## src/urcs_pkg.sv

```systemverilog
`default_nettype none

package urcs_pkg;

    // Tick counter width
    localparam int COUNT_WIDTH = 16;

    // Field widths
    localparam int HALF_W  = 16;
    localparam int CODE_W  = 8;
    localparam int BYTE_W  = 8;
    localparam int KIND_W  = 2;
    localparam int BIT_W   = 3;
    localparam int HALFC_W = 2;
    localparam int CFG_IDX_W  = 2;
    localparam int CFG_DATA_W = 16;

    // Stream widths; the data widths are padded to whole bytes
    localparam int S_TDATA_W = 8;
    localparam int M_TDATA_W = 16;
    localparam int M_TUSER_W = 3;

    // Register indexes
    localparam logic [CFG_IDX_W-1:0] CFG_HALF_BIT_TICKS = 2'd0;
    localparam logic [CFG_IDX_W-1:0] CFG_LEFT_CODE      = 2'd1;
    localparam logic [CFG_IDX_W-1:0] CFG_RIGHT_CODE     = 2'd2;

    // Register reset values
    localparam logic [HALF_W-1:0] RST_HALF_BIT_TICKS = 16'd104;
    localparam logic [CODE_W-1:0] RST_LEFT_CODE      = 8'hBC;
    localparam logic [CODE_W-1:0] RST_RIGHT_CODE     = 8'hB2;

    // Match kinds
    localparam logic [KIND_W-1:0] MATCH_NONE  = 2'd0;
    localparam logic [KIND_W-1:0] MATCH_LEFT  = 2'd1;
    localparam logic [KIND_W-1:0] MATCH_RIGHT = 2'd2;

    // Half periods to wait before the first and the later data bits
    localparam logic [HALFC_W-1:0] HALVES_FIRST = 2'd3;
    localparam logic [HALFC_W-1:0] HALVES_NEXT  = 2'd2;

    // Receiver phase, one-hot
    typedef enum logic [1:0] {
        PH_IDLE = 2'b01,
        PH_RECV = 2'b10
    } t_phase;

endpackage

`default_nettype wire

```

## src/uart_rx_code_switch.sv

```systemverilog
`default_nettype none

// Serial 8N1 receiver that drives a shutter level. Each accepted input
// request is one sample of the receive line; each one gives exactly one
// result request in the next cycle through an output register, and a new
// sample is taken every cycle (one item per cycle, set by the single
// state update between the line sample and the output register; a
// stalled output holds the input only while the result is not taken).
// A falling edge in idle starts a byte; data bit 0 is sampled three half
// periods after the edge and bits 1..7 two half periods apart, LSB first,
// no stop-bit check. A finished byte equal to left_code sets the shutter,
// one equal to right_code clears it (left wins when both are equal).
// half_bit_ticks of zero acts as one. Configuration writes are always
// taken; unknown indexes are ignored.
module uart_rx_code_switch
    import urcs_pkg::*;
(
    input  wire                    i_clk,
    input  wire                    i_rst_n,
    // configuration write channel
    input  wire                    i_cfg_valid,
    output logic                   o_cfg_ready,
    input  wire  [CFG_IDX_W-1:0]   i_cfg_index,
    input  wire  [CFG_DATA_W-1:0]  i_cfg_data,
    // line sample stream
    input  wire                    i_s_tvalid,
    output logic                   o_s_tready,
    input  wire  [S_TDATA_W-1:0]   i_s_tdata,   // [0] rx_line, [7:1] zero
    // result stream
    output logic                   o_m_tvalid,
    input  wire                    i_m_tready,
    output logic [M_TDATA_W-1:0]   o_m_tdata,   // [0] shutter_level, [8:1] byte_value,
                                                // [15:9] zero
    output logic [M_TUSER_W-1:0]   o_m_tuser    // [0] byte_done, [2:1] match_kind
);

    localparam int CMP_W = (COUNT_WIDTH > HALF_W) ? COUNT_WIDTH : HALF_W;
    localparam logic [COUNT_WIDTH-1:0] COUNT_MAX = '1;

    // configuration registers
    logic [HALF_W-1:0] r_half_bit_ticks;
    logic [CODE_W-1:0] r_left_code;
    logic [CODE_W-1:0] r_right_code;

    // receiver state
    t_phase                 r_phase,      n_phase;
    logic [COUNT_WIDTH-1:0] r_tick_count, n_tick_count;
    logic [HALFC_W-1:0]     r_half_count, n_half_count;
    logic [BIT_W-1:0]       r_bit_index,  n_bit_index;
    logic [BYTE_W-1:0]      r_shift_byte, n_shift_byte;
    logic                   r_prev_line,  n_prev_line;
    logic                   r_shutter,    n_shutter;

    // output register
    logic              r_out_valid, n_out_valid;
    logic              r_o_done,    n_o_done;
    logic [BYTE_W-1:0] r_o_value,   n_o_value;
    logic [KIND_W-1:0] r_o_kind,    n_o_kind;

    logic                   w_s_fire;
    logic                   w_line;
    logic [COUNT_WIDTH-1:0] w_half;
    logic [COUNT_WIDTH:0]   w_next_tick;
    logic [HALFC_W-1:0]     w_half_inc;
    logic [HALFC_W-1:0]     w_need;
    logic [BYTE_W-1:0]      w_sampled;

    assign o_cfg_ready = 1'b1;
    assign o_s_tready  = !r_out_valid || i_m_tready;
    assign w_s_fire    = i_s_tvalid && o_s_tready;
    assign w_line      = i_s_tdata[0];

    // configuration writes
    always_ff @(posedge i_clk) begin
        if (!i_rst_n) begin
            r_half_bit_ticks <= RST_HALF_BIT_TICKS;
            r_left_code      <= RST_LEFT_CODE;
            r_right_code     <= RST_RIGHT_CODE;
        end else if (i_cfg_valid) begin
            case (i_cfg_index)
                CFG_HALF_BIT_TICKS: r_half_bit_ticks <= i_cfg_data[HALF_W-1:0];
                CFG_LEFT_CODE:      r_left_code      <= i_cfg_data[CODE_W-1:0];
                CFG_RIGHT_CODE:     r_right_code     <= i_cfg_data[CODE_W-1:0];
                default: ;
            endcase
        end
    end

    // effective half period: zero acts as one, saturate to counter range
    always_comb begin
        if (r_half_bit_ticks == '0) begin
            w_half = COUNT_WIDTH'(1);
        end else if (CMP_W'(r_half_bit_ticks) > CMP_W'(COUNT_MAX)) begin
            w_half = COUNT_MAX;
        end else begin
            w_half = COUNT_WIDTH'(CMP_W'(r_half_bit_ticks));
        end
    end

    assign w_next_tick = {1'b0, r_tick_count} + (COUNT_WIDTH + 1)'(1);
    assign w_half_inc  = r_half_count + HALFC_W'(1);
    assign w_need      = (r_bit_index == '0) ? HALVES_FIRST : HALVES_NEXT;

    // shift register with the current sample placed at its bit
    always_comb begin
        w_sampled = r_shift_byte;
        w_sampled[r_bit_index] = r_shift_byte[r_bit_index] | w_line;
    end

    // per-sample state update
    always_comb begin
        n_phase      = r_phase;
        n_tick_count = r_tick_count;
        n_half_count = r_half_count;
        n_bit_index  = r_bit_index;
        n_shift_byte = r_shift_byte;
        n_prev_line  = r_prev_line;
        n_shutter    = r_shutter;
        n_o_done     = r_o_done;
        n_o_value    = r_o_value;
        n_o_kind     = r_o_kind;
        if (w_s_fire) begin
            n_o_done    = 1'b0;
            n_o_value   = '0;
            n_o_kind    = MATCH_NONE;
            n_prev_line = w_line;
            case (r_phase)
                PH_RECV: begin
                    if (w_next_tick >= {1'b0, w_half}) begin
                        n_tick_count = '0;
                        n_half_count = w_half_inc;
                        if (w_half_inc >= w_need) begin
                            n_half_count = '0;
                            n_shift_byte = w_sampled;
                            if (r_bit_index == '1) begin
                                // last data bit: deliver and compare
                                n_o_done    = 1'b1;
                                n_o_value   = w_sampled;
                                n_phase     = PH_IDLE;
                                n_bit_index = '0;
                                if (w_sampled == r_left_code) begin
                                    n_o_kind  = MATCH_LEFT;
                                    n_shutter = 1'b1;
                                end else if (w_sampled == r_right_code) begin
                                    n_o_kind  = MATCH_RIGHT;
                                    n_shutter = 1'b0;
                                end
                            end else begin
                                n_bit_index = r_bit_index + BIT_W'(1);
                            end
                        end
                    end else begin
                        n_tick_count = w_next_tick[COUNT_WIDTH-1:0];
                    end
                end
                default: begin
                    // idle: wait for the start edge
                    n_phase = PH_IDLE;
                    if (r_prev_line && !w_line) begin
                        n_phase      = PH_RECV;
                        n_tick_count = '0;
                        n_half_count = '0;
                        n_bit_index  = '0;
                        n_shift_byte = '0;
                    end
                end
            endcase
        end
    end

    // output handshake
    always_comb begin
        if (w_s_fire) begin
            n_out_valid = 1'b1;
        end else if (i_m_tready) begin
            n_out_valid = 1'b0;
        end else begin
            n_out_valid = r_out_valid;
        end
    end

    // control state
    always_ff @(posedge i_clk) begin
        if (!i_rst_n) begin
            r_phase      <= PH_IDLE;
            r_tick_count <= '0;
            r_half_count <= '0;
            r_bit_index  <= '0;
            r_shift_byte <= '0;
            r_prev_line  <= 1'b1;
            r_shutter    <= 1'b0;
            r_out_valid  <= 1'b0;
        end else begin
            r_phase      <= n_phase;
            r_tick_count <= n_tick_count;
            r_half_count <= n_half_count;
            r_bit_index  <= n_bit_index;
            r_shift_byte <= n_shift_byte;
            r_prev_line  <= n_prev_line;
            r_shutter    <= n_shutter;
            r_out_valid  <= n_out_valid;
        end
    end

    // result payload
    always_ff @(posedge i_clk) begin
        r_o_done  <= n_o_done;
        r_o_value <= n_o_value;
        r_o_kind  <= n_o_kind;
    end

    assign o_m_tvalid = r_out_valid;
    assign o_m_tdata  = {(M_TDATA_W - BYTE_W - 1)'(0), r_o_value, r_shutter};
    assign o_m_tuser  = {r_o_kind, r_o_done};

endmodule

`default_nettype wire

```

## config.mk

```make
export PLATFORM = sky130hd
export DESIGN_NAME = uart_rx_code_switch
export DESIGN_NICKNAME = d
export VERILOG_FILES = /design/src/urcs_pkg.sv /design/src/uart_rx_code_switch.sv
export SDC_FILE = /design/constraint.sdc
export NUM_CORES = 1
export LEC_CHECK = 0
export ABC_AREA = 1
export CORE_UTILIZATION = 60
export CTS_CLUSTER_SIZE = 10
export DETAILED_ROUTE_END_ITERATION = 8
export DONT_BUFFER_PORTS = 1
export PLACE_DENSITY = 0.76
export SLEW_MARGIN = 5
export SYNTH_ARGS = -nofsm -noshare
export SYNTH_HDL_FRONTEND = slang
export SYNTH_SLANG_ARGS = --single-unit
```

## constraint.sdc

```tcl
create_clock -name i_clk -period 4.3 [get_ports i_clk]
set_clock_uncertainty 0.05 [all_clocks]
set_input_delay 0.645 -clock i_clk [delete_from_list [all_inputs] [get_ports i_clk]]
set_output_delay 0.645 -clock i_clk [all_outputs]
set_load 0.05 [all_outputs]
```

Word-level counts from Yosys, hierarchy flattened --
Cells that the tools add are included.
Storage, ports and cells: output and inout bits 22, register bits 77, bits of input ports 31, logic and storage cells 96
Operators by class: magnitude comparators 5, bitwise operators 5, add/subtract/negate cells 3, equal/unequal tests 9, multiplexer cells 36, reduce and logical (&&, ||, !) cells 23
Operators with widths (number):
- $mux 16 | 5
- $mux 8 | 4
- $mux 2 | 10
- $add 16x1->17 const B | 1
- $ge 17x16->1 | 1
- $eq 8x8->1 | 2
- $gt 16x16->1 const B | 1
- $logic_not 16->1 | 1
- $mux 3 | 5
- $reduce_and 4->1 | 3
- $mux 1 | 9
- $bwmux 8 | 1
- $reduce_and 2->1 | 4
- $ne 2x2->1 const B | 3
- $reduce_and 3->1 | 2
- $reduce_and 6->1 | 1
- $reduce_bool 2->1 | 3
- $reduce_or 5->1 | 1
- $eq 2x2->1 const B | 2
- $lt 3x4->1 const B | 1
- $not 1->1 | 4
- $add 3x1->3 const B | 1
- $bmux 1 s3 | 1
- $demux 1 s3 | 1
- other kinds (11) | 14

Longest topological paths before layout --
Gate-level depths: netlist of run 1.
depth after elaboration 8, mapped depth 23, depth with buffers taken out 23

Worst setup path after synthesis of run 1 --
No wires, ideal clock.
kind flip-flop to flip-flop, start point register r_tick_count[0], end point register r_o_kind[1], data pin, library setup time 0.255 ns, arrival time 2.583 ns, slack 1.412 ns, period minus slack after synthesis 2.888 ns, cell stages (with the launch flop) 23, path buffers 1, data required time 3.995 ns, cells stage by stage dfxtp_1 > ha_1 > nand2_1 > inv_2 > nand4_1 > inv_1 > nand2_1 > inv_1 > nand3_1 > nor2_1 > xnor2_1 > inv_1 > ha_1 > a21oi_1 > o21ai_0 > nand4_1 > nand2_2 > nor2_4 > nand3_1 > nand2_1 > buf_6 > inv_1 > and3_1
On the way: word-level cells in the longest chain between the ends 4
RTL lines:
- start: declaration | line uart_rx_code_switch.sv:47 | logic [COUNT_WIDTH-1:0] r_tick_count, n_tick_count;
- start signal: assignment | line uart_rx_code_switch.sv:195 | r_tick_count <= n_tick_count;
- $add 16x1->17 | line uart_rx_code_switch.sv:100 | assign w_next_tick = {1'b0, r_tick_count} + (COUNT_WIDTH + 1)'(1);
- $ge 17x16->1 | line uart_rx_code_switch.sv:129 | if (w_next_tick >= {1'b0, w_half}) begin
- $not 1->1 (no source line)
- $reduce_or 5->1 (no source line)
- end signal: assignment | line uart_rx_code_switch.sv:209 | r_o_kind <= n_o_kind;
- end: declaration | line uart_rx_code_switch.sv:58 | logic [KIND_W-1:0] r_o_kind, n_o_kind;
No other way between the ends. A chain may end at the register's enable or synchronous reset.

Worst setup path after layout of run 1 --
start point register r_tick_count[0], end point register r_shift_byte[1]
On the way: word-level cells in the longest chain between the ends 4
RTL lines:
- $add 16x1->17 | line uart_rx_code_switch.sv:100
- $ge 17x16->1 | line uart_rx_code_switch.sv:129
- $ne 2x2->1 (no source line)
- $reduce_and 4->1 (no source line)
- end signal: assignment | line uart_rx_code_switch.sv:198 | r_shift_byte <= n_shift_byte;
- end: declaration | line uart_rx_code_switch.sv:50 | logic [BYTE_W-1:0] r_shift_byte, n_shift_byte;
No other way between the ends.

==> results of run 1 <==
## metal layers
metal  up-vias  routed length, µm  track usage [%]
met2       104               4703            44.27
met3        27                485            7.743
met4         0                361            13.20
li1       1978                  -                -
met1      1732               4236            32.08
met5         -                  0                0
## worst register-to-register path, stage by stage, from the launching register on
cell,delay (ps)
sky130_fd_sc_hd__dfxtp_1,420
sky130_fd_sc_hd__ha_1,200
sky130_fd_sc_hd__nand2_1,70
sky130_fd_sc_hd__inv_2,80
sky130_fd_sc_hd__nand4_1,80
sky130_fd_sc_hd__inv_1,80
sky130_fd_sc_hd__nand2_1,50
sky130_fd_sc_hd__inv_1,70
sky130_fd_sc_hd__nand3_1,120
sky130_fd_sc_hd__nor2_1,150
sky130_fd_sc_hd__xnor2_1,130
sky130_fd_sc_hd__inv_1,100
sky130_fd_sc_hd__ha_1,330
sky130_fd_sc_hd__nand2_1,80
sky130_fd_sc_hd__nor3_1,150
sky130_fd_sc_hd__nand4_1,150
sky130_fd_sc_hd__inv_1,80
sky130_fd_sc_hd__nand3_1,130
sky130_fd_sc_hd__nand4_4,170
sky130_fd_sc_hd__nand3_2,350
sky130_fd_sc_hd__o21ai_0,290
sky130_fd_sc_hd__a21oi_1,60
## kinds of logic (layout without fill, tap and decap cells)
family                     after synthesis  count (layout)  synth area share (%)
other                                    2               8                0.1677
DFF                                     77              77                 36.88
AOI/OAI and AO/OA                      108             108                 13.05
buffers and inverters                  115             107                 11.12
xor gates and xnor gates                12              12                 2.347
adders and majority gates               22              22                 6.147
and+or+nand+nor                        274             274                 30.29
## cell usage after synthesis
master / n / area (µm²)
sky130_fd_sc_hd__nand2_1: 126 / 473.0
sky130_fd_sc_hd__inv_1: 81 / 304.0
sky130_fd_sc_hd__dfxtp_1: 66 / 1321
sky130_fd_sc_hd__a21oi_1: 58 / 290.3
sky130_fd_sc_hd__nor2_1: 43 / 161.4
sky130_fd_sc_hd__nand3_1: 36 / 180.2
sky130_fd_sc_hd__o21ai_0: 28 / 140.1
sky130_fd_sc_hd__ha_1: 22 / 275.3
sky130_fd_sc_hd__nand4_1: 19 / 118.9
sky130_fd_sc_hd__buf_4: 13 / 97.59
sky130_fd_sc_hd__clkbuf_1: 11 / 41.29
sky130_fd_sc_hd__edfxtp_1: 11 / 330.3
sky130_fd_sc_hd__o211ai_1: 11 / 82.58
sky130_fd_sc_hd__nand2_2: 10 / 62.56
sky130_fd_sc_hd__nor3_1: 7 / 35.03
sky130_fd_sc_hd__o21ai_1: 7 / 35.03
sky130_fd_sc_hd__xnor2_1: 7 / 61.31
sky130_fd_sc_hd__inv_2: 6 / 22.52
sky130_fd_sc_hd__nor2_2: 6 / 37.54
sky130_fd_sc_hd__nand4_2: 5 / 62.56
sky130_fd_sc_hd__nor4_1: 5 / 31.28
sky130_fd_sc_hd__xor2_1: 5 / 43.79
sky130_fd_sc_hd__nand3_2: 3 / 30.03
sky130_fd_sc_hd__nor2_8: 3 / 60.06
sky130_fd_sc_hd__or2_2: 3 / 18.77
sky130_fd_sc_hd__buf_6: 2 / 22.52
sky130_fd_sc_hd__conb_1: 2 / 7.510
sky130_fd_sc_hd__nand3b_1: 2 / 15.01
sky130_fd_sc_hd__nor2_4: 2 / 22.52
sky130_fd_sc_hd__nor3_2: 2 / 20.02
sky130_fd_sc_hd__a41o_1: 1 / 10.01
sky130_fd_sc_hd__and3_1: 1 / 6.260
sky130_fd_sc_hd__buf_1: 1 / 3.750
sky130_fd_sc_hd__inv_4: 1 / 6.260
sky130_fd_sc_hd__nand4_4: 1 / 21.27
sky130_fd_sc_hd__o211ai_2: 1 / 12.51
sky130_fd_sc_hd__o21bai_1: 1 / 7.510
sky130_fd_sc_hd__o22ai_1: 1 / 6.260
## through the flow
stage	power, W	cells	hold WS (ps)
6_report	0.001635	707	334.5
5_1_grt	0.001711	707	319.6
4_1_cts	0.001642	707	319.8
3_5_place_dp	0.001059	691	405.0
3_3_place_gp	0.001051	691	401.8
2_1_floorplan	0.001026	616	383.2
## state kept, by name, indices dropped and copies added (netlist names), 2 cells and up
name / cells
r_right_code: 8
r_half_bit_ticks: 16
r_left_code: 8
r_shift_byte: 8
r_bit_index: 3
r_phase: 2
r_half_count: 2
r_o_value: 8
r_tick_count: 16
r_o_kind: 2
## cell type report
class	instances	share of cell area, %
clock inverter	6	1.573
multi-input combinational	424	50.09
timing repair buffer	3	0.4799
clock buffer	10	2.933
sequential	77	35.19
tap	99	2.639
inverter	88	7.091
## report_power, final
group          switching, W  internal, W  total [W]  leakage, nW
logic              0.000163    0.0000745   0.000237         1.34
registers         0.0000438     0.000764   0.000808        0.651
clock network      0.000296     0.000295   0.000590        0.109
total              0.000502      0.00113    0.00164         2.10
## worst min path at each step
stage                         start               to  slack, ps  cells past startpoint
finish                      i_rst_n       r_phase[0]        330                      1
global placement    r_shift_byte[3]  r_shift_byte[3]        400                      2
floorplan           r_shift_byte[7]  r_shift_byte[7]        380                      2
global route                i_rst_n       r_phase[0]        320                      1
CTS                         i_rst_n   r_left_code[4]        320                      1
detailed placement  r_shift_byte[7]  r_shift_byte[7]        400                      2
==> reports/qor.txt, run 1 <==
===============================================================================================
Result of the run ................................................................ complete, no violations
WP data arrival ..................................................................      3680 ps
Number of maximum-capacitance violations .........................................            0
Element type at the critical path start ..........................................         flop
Routed Antenna Nets ..............................................................            0
Commonest cells after routing, fill and taps aside ............................... sky130_fd_sc_hd__nand2_1 (126), sky130_fd_sc_hd__inv_1 (81), sky130_fd_sc_hd__dfxtp_1 (66)
Final max-slew violation count ...................................................            0
Setup Total Neg Slack ............................................................         0 ps
Max stage delay on crit path .....................................................       420 ps
CP bufs+invs .....................................................................            5
Pre-CTS setup slack ..............................................................     842.3 ps
Critical path cell sequence ...................................................... ha_1 > nand2_1 > inv_2 > nand4_1 > inv_1 > nand2_1 > inv_1 > nand3_1 > nor2_1 > xnor2_1 > inv_1 > ha_1 > nand2_1 > nor3_1 > nand4_1 > inv_1 > nand3_1 > nand4_4 > nand3_2 > o21ai_0 > a21oi_1
Share of layout cells above drive strength 1 .....................................       10.20%
DPL Wire Length ..................................................................      7320 µm
Count of cell types in the netlist ...............................................           38
Syn_area_per_cell ................................................................    7.341 µm²
Number of inserted filler cells in the final layout ..............................          675
Smallest setup slack after layout ................................................     801.2 ps
Worst-Skew Late Latency ..........................................................       360 ps
Type of the worst setup path .....................................................   reg -> reg
Highest-delay cell along the critical path ....................................... sky130_fd_sc_hd__dfxtp_1
Static Leak ......................................................................     2.101 nW
Normalized max-slew margin .......................................................       47.31%
Number of synthesized register bits ..............................................           77
Setup repair after global routing missed its margin ..............................        false
Final routed DRC violation total .................................................            0
Num ports ........................................................................           53
Clock sink total .................................................................           77
Total die area ...................................................................     7813 µm²
Clock input transition at the sequential cells of the worst setup and hold paths .        80 ps
Setup bufs post-CTS ..............................................................            0
Overall routed net length ........................................................      9786 µm
Portion of the post-synthesis area used by sequential elements ...................       36.88%
Buffers added on ports ...........................................................            0
Setup-violating endpoint count in the final report ...............................            0
Critical-path maximum fanout .....................................................           22
Inserted Diodes ..................................................................            0
Routed via count .................................................................         3841
Logic depth of the worst register-to-register path ...............................           21
Aggregate global routing overflow ................................................            0
Worst Setup EP ................................................................... r_shift_byte[1]
Pin slew with the least headroom to its limit ....................................     784.3 ps
Worst R2R End .................................................................... r_shift_byte[1]
Number of buffers inserted by hold repair at cts .................................            0
Cell at the root of the clock tree ............................................... sky130_fd_sc_hd__clkbuf_8
Crit-path leading delay family ................................................... simple AND/OR/NAND/NOR gates
Clock Tree Buf Depth .............................................................            2
F_max ............................................................................    285.8 MHz
Finished Cell Area ...............................................................     4693 µm²
Die height .......................................................................     88.39 µm
Average vias per placed instance .................................................        5.433
Final hold vios ..................................................................            0
Count of synthesis-stage warnings from yosys .....................................            0
Reg-to-reg critical path startpoint .............................................. r_tick_count[0]
Period minus WS final ............................................................      3499 ps
Maximum number of pins on one net before global-route repair .....................           53
Combined area of the multi-input logic cells .....................................     2351 µm²
Number of H-tree levels ..........................................................            3
Peak supply drop .................................................................     246.7 µV
Total iterations of the first detailed-routing run ...............................            4
Global-route usage over all layers ...............................................       26.85%
Antenna violations before repair .................................................            0
CP Depth .........................................................................           21
Area after detailed placement ....................................................     4482 µm²
Num CTS Buffers ..................................................................            9
Number of global-route vias before repair ........................................         3469
Startpoint of the most critical setup path ....................................... r_tick_count[0]
Post-CTS sizing ..................................................................            0
Layout overhead on the synthesized area ..........................................       4.806%
Number of nets in the layout .....................................................          656
Final Util .......................................................................       65.05%
Most frequent standard cell in the layout excluding fill and tap cells ........... sky130_fd_sc_hd__nand2_1
Critical Path End Type ...........................................................         flop
Number of DRC violations after detailed-routing iteration 0 ......................          187
TritonCTS clock tree .............................................................        built
PD cells ......................................................................... 348.5 nW/µm²
Library cell appearing most often on the critical path ........................... sky130_fd_sc_hd__inv_1
Final GP Congestion ..............................................................       0.8539
Register-to-Register Setup Slack .................................................       800 ps
Global-route wire length before repair ...........................................     15970 µm
Min-Delay Path Class .............................................................    in -> reg
Core Rows ........................................................................           31
Required time reported for the critical path endpoint ............................      4480 ps
Cell count after synthesis .......................................................          610
Initial cell density of the core .................................................       62.07%
Routed len/inst ..................................................................     13.84 µm
Combined area of all synthesized cells ...........................................     4478 µm²
Sequential cell area .............................................................     1652 µm²
Horiz. Die Dim ...................................................................     88.39 µm
Placeable core region ............................................................     7214 µm²
Crit share post-route ............................................................       81.37%
===============================================================================================
Power figures use the tool's default switching activity.
==> inputs of run 2 (changes only) <==
--- a/config.mk
+++ b/config.mk
@@ -5,7 +5,7 @@
 export SDC_FILE = /design/constraint.sdc
 export NUM_CORES = 1
 export LEC_CHECK = 0
-export ABC_AREA = 1
+export ABC_AREA = 0
 export CORE_UTILIZATION = 60
 export CTS_CLUSTER_SIZE = 10
 export DETAILED_ROUTE_END_ITERATION = 8
==> constraint.sdc (replaced) <==
create_clock -name i_clk -period 3.3 [get_ports i_clk]
set_clock_uncertainty 0.05 [all_clocks]
set_input_delay 0.495 -clock i_clk [delete_from_list [all_inputs] [get_ports i_clk]]
set_output_delay 0.495 -clock i_clk [all_outputs]
set_load 0.05 [all_outputs]
==> reports/qor.txt, run 2 <==
===============================================================================================
Result of the run ................................................................ complete, no violations
Final routed DRC violation total .................................................            0
Share of layout cells above drive strength 1 .....................................       16.99%
Placeable core region ............................................................     6495 µm²
Clock sink total .................................................................           77
Number of buffers inserted by hold repair at cts .................................            0
Min-Delay Path Class .............................................................    in -> reg
Largest registers in the final layout ............................................ r_half_bit_ticks (16), r_tick_count (16)
Required time reported for the critical path endpoint ............................      3520 ps
Buffers added on ports ...........................................................            0
Final hold vios ..................................................................            0
Overall routed net length ........................................................     10090 µm
F_max ............................................................................    307.4 MHz
Global-route wire length before repair ...........................................     15840 µm
Post-synth top cells ............................................................. sky130_fd_sc_hd__nand2_1 (88), sky130_fd_sc_hd__dfxtp_1 (66), sky130_fd_sc_hd__a21oi_1 (36), sky130_fd_sc_hd__inv_1 (32), sky130_fd_sc_hd__nor2_1 (30)
WP data arrival ..................................................................      3470 ps
Combined area of all synthesized cells ...........................................     4134 µm²
Most repeated cell in the gate-level netlist after synthesis ..................... sky130_fd_sc_hd__nand2_1
Number of inserted filler cells in the final layout ..............................          483
Number of nets in the layout .....................................................          566
Portion of synthesized cell area occupied by the leading cell type ...............       31.96%
Dominant register cell in the synthesized netlist ................................ sky130_fd_sc_hd__dfxtp_1
Final hold slack .................................................................     157.0 ps
Worst-Skew Late Latency ..........................................................       360 ps
Synth async-reset ratio ..........................................................           0%
Number of standard cells in the final layout excluding fillers ...................          595
Routed Antenna Nets ..............................................................            0
Peak supply drop .................................................................     362.1 µV
Inserted Diodes ..................................................................            0
Cells taking the most area after synthesis ....................................... sky130_fd_sc_hd__dfxtp_1 (32%), sky130_fd_sc_hd__edfxtp_1 (8.0%), sky130_fd_sc_hd__nand2_1 (8.0%)
Total die area ...................................................................     7226 µm²
Routed len/inst ..................................................................     16.96 µm
Count of synthesis-stage warnings from yosys .....................................            0
Horiz. Die Dim ...................................................................     85.01 µm
Cell count after synthesis .......................................................          492
Period minus WS final ............................................................      3253 ps
Syn_area_per_cell ................................................................    8.402 µm²
Final GP Congestion ..............................................................       0.8826
Antenna violations before repair .................................................            0
Num CTS Buffers ..................................................................            9
Pre-CTS setup slack ..............................................................    -52.32 ps
Clock Tree Buf Depth .............................................................            2
Num ports ........................................................................           53
Count of flip-flops with a built-in enable after synthesis .......................           11
TritonCTS clock tree .............................................................        built
Portion of the post-synthesis area used by sequential elements ...................       39.95%
Critical-path maximum fanout .....................................................            6
Most frequent standard cell in the layout excluding fill and tap cells ........... sky130_fd_sc_hd__nand2_1
Setup Total Neg Slack ............................................................         0 ps
Cell at the root of the clock tree ............................................... sky130_fd_sc_hd__clkbuf_8
Pin slew with the least headroom to its limit ....................................      1016 ps
Final Util .......................................................................       73.94%
Setup-violating endpoint count in the final report ...............................            0
Routed via count .................................................................         3576
Aggregate global routing overflow ................................................            0
Number of synthesized register bits ..............................................           77
Layout overhead on the synthesized area ..........................................       16.16%
Maximum number of pins on one net before global-route repair .....................           46
Average vias per placed instance .................................................        6.010
DPL Wire Length ..................................................................      6767 µm
Number of maximum-capacitance violations .........................................            0
Instance count after placement with tap cells included ...........................          574
Post-synth top area cell ......................................................... sky130_fd_sc_hd__dfxtp_1
Global-route usage over all layers ...............................................       28.08%
Initial cell density of the core .................................................       63.65%
Total iterations of the first detailed-routing run ...............................            5
Critical Path End Type ...........................................................         flop
Static Leak ......................................................................     1.877 nW
Die height .......................................................................     85.01 µm
Final max-slew violation count ...................................................            0
PD cells ......................................................................... 421.0 nW/µm²
Crit share post-route ............................................................       98.57%
Number of DRC violations after detailed-routing iteration 0 ......................          388
Commonest cells after routing, fill and taps aside ............................... sky130_fd_sc_hd__nand2_1 (88), sky130_fd_sc_hd__dfxtp_1 (63), sky130_fd_sc_hd__a21oi_1 (35)
Count of cell types in the netlist ...............................................           61
Normalized max-slew margin .......................................................       31.98%
Smallest setup slack after layout ................................................     47.06 ps
Type of the worst setup path .....................................................   reg -> reg
Setup repair after global routing missed its margin ..............................         true
Number of H-tree levels ..........................................................            3
Core Rows ........................................................................           29
Number of global-route vias before repair ........................................         3373
Clock input transition at the sequential cells of the worst setup and hold paths .        80 ps
Element type at the critical path start ..........................................         flop
===============================================================================================
run 2: changes by cell type after synthesis, sizes merged, moves of 8 or more:
cell	before	now
o211ai	12	3
inv	88	32
nand4	25	10
o32ai	0	10
nand3	39	27
o21ai	35	9
nor2	54	30
or3	0	8
xnor2	7	18
a21oi	58	36
mux2i	0	9
nand2	136	88
run 2: final timing paths:
check | start | end | slack [ps] | depth (start not counted)
worst max-delay path | r_tick_count[5] | r_shutter | 50 | 12
worst min-delay path | i_rst_n | r_prev_line | 160 | 1
worst max register to register | r_tick_count[5] | r_shutter | 50 | 12
worst min register to register | r_half_count[1] | r_half_count[1] | 420 | 2
run 2: what timing repair did:
item,CTS,global route
pin swaps,1,13
cloned,0,1
gates resized for setup,5,27
setup buffers,0,4
setup endpoints to repair,19,43
run 2: logic make-up (layout without fill, tap and decap cells):
logic type | count (synthesis) | in the layout | share of synthesized area, %
AOI/OAI and AO/OA | 84 | 84 | 13.44
xor gates and xnor gates | 24 | 24 | 5.085
adders and majority gates | 22 | 22 | 6.658
buffers and inverters | 66 | 85 | 7.143
DFF | 77 | 77 | 39.95
muxes | 9 | 9 | 2.179
other | 2 | 8 | 0.1817
and+or+nand+nor | 208 | 209 | 25.36
run 2: report_power, final:
part           switching [W]  total (W)  internal (W)
Sequential         0.0000394    0.00101      0.000973
Combinational       0.000100   0.000148     0.0000475
Clock               0.000359   0.000862      0.000503
Total               0.000499    0.00202       0.00152
run 2: layer usage:
layer,up-vias,global-route usage [%],wire length (µm)
met5,-,0,0
li1,1749,-,-
met1,1696,37.85,4595
met3,13,6.031,604
met2,118,44.50,4761
met4,0,10.32,127
run 2: worst max-delay path, stage by stage (launching register included):
cell,delay (ps)
sky130_fd_sc_hd__dfxtp_1,360
sky130_fd_sc_hd__nand3_2,110
sky130_fd_sc_hd__buf_4,170
sky130_fd_sc_hd__nor3_2,270
sky130_fd_sc_hd__nand3_1,130
sky130_fd_sc_hd__xnor2_1,180
sky130_fd_sc_hd__ha_1,350
sky130_fd_sc_hd__nand3_1,130
sky130_fd_sc_hd__or3_4,420
sky130_fd_sc_hd__o221ai_4,250
sky130_fd_sc_hd__nor3_4,100
sky130_fd_sc_hd__or3_4,390
sky130_fd_sc_hd__o32ai_1,260
run 2: area by class of cell:
class	count	area, µm²	share of cell area [%]
clock buffer	10	127.6	2.658
clock inverter	6	111.4	2.319
inverter	34	127.6	2.658
sequential	77	1660	34.58
multi-input combinational	356	2396	49.90
tap	77	96.34	2.006
timing repair buffer	35	282.8	5.888
run 2: metrics by stage:
| step | power, W | instance area, µm² |
|---|---|---|
| 2_1_floorplan | 0.001154 | 4182 |
| 3_3_place_gp | 0.001169 | 4358 |
| 3_5_place_dp | 0.001174 | 4358 |
| 4_1_cts | 0.002019 | 4633 |
| 5_1_grt | 0.002077 | 4802 |
| 6_report | 0.002022 | 4802 |
==> inputs of run 3 (changes only) <==
--- a/config.mk
+++ b/config.mk
@@ -6,11 +6,12 @@
 export NUM_CORES = 1
 export LEC_CHECK = 0
 export ABC_AREA = 0
-export CORE_UTILIZATION = 60
+export CORE_UTILIZATION = 53
 export CTS_CLUSTER_SIZE = 10
 export DETAILED_ROUTE_END_ITERATION = 8
 export DONT_BUFFER_PORTS = 1
-export PLACE_DENSITY = 0.76
+export MAX_ROUTING_LAYER = met4
+export PLACE_DENSITY = 0.68
 export SLEW_MARGIN = 5
 export SYNTH_ARGS = -nofsm -noshare
 export SYNTH_HDL_FRONTEND = slang
==> reports/qor.txt, run 3 (synthesis results as in run 2) <==
===============================================================================================
Max stage delay on crit path .....................................................       590 ps
Peak supply drop .................................................................     234.2 µV
Initial cell density of the core .................................................       55.80%
Global-route usage over all layers ...............................................       25.87%
Clock input transition at the sequential cells of the worst setup and hold paths .        80 ps
Inserted Diodes ..................................................................            0
Worst-Skew Late Latency ..........................................................       360 ps
Clock Tree Buf Depth .............................................................            2
Average vias per placed instance .................................................        5.765
Smallest setup slack after layout ................................................     11.72 ps
Core Rows ........................................................................           31
Final routed DRC violation total .................................................            0
Area after detailed placement ....................................................     4441 µm²
Final hold vios ..................................................................            0
Num CTS Buffers ..................................................................            9
Placeable core region ............................................................     7408 µm²
Setup repair after global routing missed its margin ..............................         true
Type of the worst setup path .....................................................   reg -> reg
Critical-path maximum fanout .....................................................            6
Highest-delay cell along the critical path ....................................... sky130_fd_sc_hd__or4_4
CP bufs+invs .....................................................................            2
Min-Delay Path Class .............................................................    in -> reg
Normalized max-slew margin .......................................................       31.97%
Number of buffers inserted by hold repair at cts .................................            0
Largest registers in the final layout ............................................ r_half_bit_ticks (16), r_tick_count (16)
Period minus WS final ............................................................      3288 ps
Routed via count .................................................................         3603
Number of DRC violations after detailed-routing iteration 0 ......................          192
Most frequent standard cell in the layout excluding fill and tap cells ........... sky130_fd_sc_hd__nand2_1
Number of nets in the layout .....................................................          574
Pre-CTS setup slack ..............................................................    -62.36 ps
Antenna violations before repair .................................................            0
Layout overhead on the synthesized area ..........................................       17.37%
Global-route wire length before repair ...........................................     16280 µm
DPL Wire Length ..................................................................      7081 µm
PD cells ......................................................................... 386.7 nW/µm²
Die height .......................................................................     90.32 µm
Maximum number of pins on one net before global-route repair .....................           39
Critical Path End Type ...........................................................         flop
Num ports ........................................................................           53
Required time reported for the critical path endpoint ............................      3500 ps
Static Leak ......................................................................     1.906 nW
Crit share post-route ............................................................       99.64%
Commonest cells after routing, fill and taps aside ............................... sky130_fd_sc_hd__nand2_1 (88), sky130_fd_sc_hd__dfxtp_1 (63), sky130_fd_sc_hd__buf_4 (41)
WP data arrival ..................................................................      3490 ps
TritonCTS clock tree .............................................................        built
Pin slew with the least headroom to its limit ....................................      1016 ps
Overall power after layout .......................................................   0.001876 W
Setup Total Neg Slack ............................................................         0 ps
Final GP Congestion ..............................................................       0.8548
Element type at the critical path start ..........................................         flop
Crit-path leading delay family ................................................... simple AND/OR/NAND/NOR gates
Result of the run ................................................................ complete, no violations
Number of global-route vias before repair ........................................         3426
Finished Cell Area ...............................................................     4852 µm²
Number of H-tree levels ..........................................................            3
Total die area ...................................................................     8157 µm²
Final max-slew violation count ...................................................            0
Routed len/inst ..................................................................     16.12 µm
F_max ............................................................................    304.1 MHz
Share of layout cells above drive strength 1 .....................................       19.20%
Total iterations of the first detailed-routing run ...............................            5
Setup-violating endpoint count in the final report ...............................            0
Number of maximum-capacitance violations .........................................            0
Clock sink total .................................................................           77
Routed Antenna Nets ..............................................................            0
Critical path cell sequence ...................................................... nand4_1 > or4_4 > xnor2_2 > ha_1 > a21o_1 > a21oi_2 > a31oi_1 > buf_4 > nor4_4 > buf_6 > a21oi_4 > o32ai_2
Buffers added on ports ...........................................................            0
Overall routed net length ........................................................     10080 µm
Horiz. Die Dim ...................................................................     90.32 µm
Aggregate global routing overflow ................................................            0
Cell at the root of the clock tree ............................................... sky130_fd_sc_hd__clkbuf_8
===============================================================================================
[run 3: cell types whose count changed in the layout (fill, tap and decap cells not counted), moves of 3 or more]
cell | before | now
sky130_fd_sc_hd__a21oi_1 | 35 | 31
sky130_fd_sc_hd__a21oi_2 | 1 | 4
sky130_fd_sc_hd__buf_4 | 33 | 41
sky130_fd_sc_hd__buf_6 | 0 | 3
sky130_fd_sc_hd__nand3_1 | 24 | 21
sky130_fd_sc_hd__nand3_2 | 2 | 5
[run 3: final timing paths]
check | from | end | cells after the start | slack, ps
hold / removal | i_rst_n | r_right_code[1] | 1 | 160
setup / recovery | r_tick_count[7] | r_tick_count[4] | 12 | 10
setup reg to reg | r_tick_count[7] | r_tick_count[4] | 12 | 10
hold reg to reg | r_half_count[1] | r_half_count[1] | 2 | 410
[run 3: per-layer routing]
layer / vias up / global-route usage, % / wire [µm]
met5: - / - / 0
met4: 0 / 9.946 / 153
met3: 12 / 4.714 / 524
met2: 96 / 39.63 / 4675
met1: 1736 / 34.04 / 4723
li1: 1759 / - / -
[run 3: layout make-up]
type                    instances  area, µm²
fillers                       619       2556
multi-input cells             355       2411
flip-flops and latches         77       1658
repair buffers                 44      341.6
clock buffers                  10      127.6
inverters                      34      127.6
well taps                      99      123.9
clock inverters                 6      62.56
[run 3: where the power goes]
group          switching (W)  total [W]  internal [W]
combinational       0.000103   0.000151     0.0000487
sequential         0.0000396    0.00101      0.000974
clock               0.000363   0.000712      0.000349
total               0.000505    0.00188       0.00137
[run 3: timing repair]
| item | 4_1_cts | 5_1_grt |
|---|---|---|
| buffers inserted | 0 | 3 |
| gates cloned | 0 | 1 |
| pin swaps | 1 | 20 |
| setup endpoints to repair | 22 | 39 |
| gates resized for setup | 5 | 34 |
| hold endpoints to repair | 0 | 0 |
[run 3: stage by stage]
stage | instances | hold slack, ps | util, %
2_1_floorplan | 498 | 382.6 | -
3_3_place_gp | 605 | 390.2 | 59.94
3_5_place_dp | 605 | 401.1 | 59.94
4_1_cts | 621 | 150.1 | 62.79
5_1_grt | 625 | 141.3 | 65.50
6_report | 625 | 160.8 | 65.50
[run 3: worst register-to-register path: cells and delay by family, from the launching register on]
family | cells | cell delay, ps
adder cells (fa/ha/maj) | 1 | 310
buffers and inverters | 2 | 380
AO/OA/AOI/OAI | 5 | 700
flip-flops | 1 | 340
AND/OR/NAND/NOR | 3 | 1240
XOR/XNOR | 1 | 170
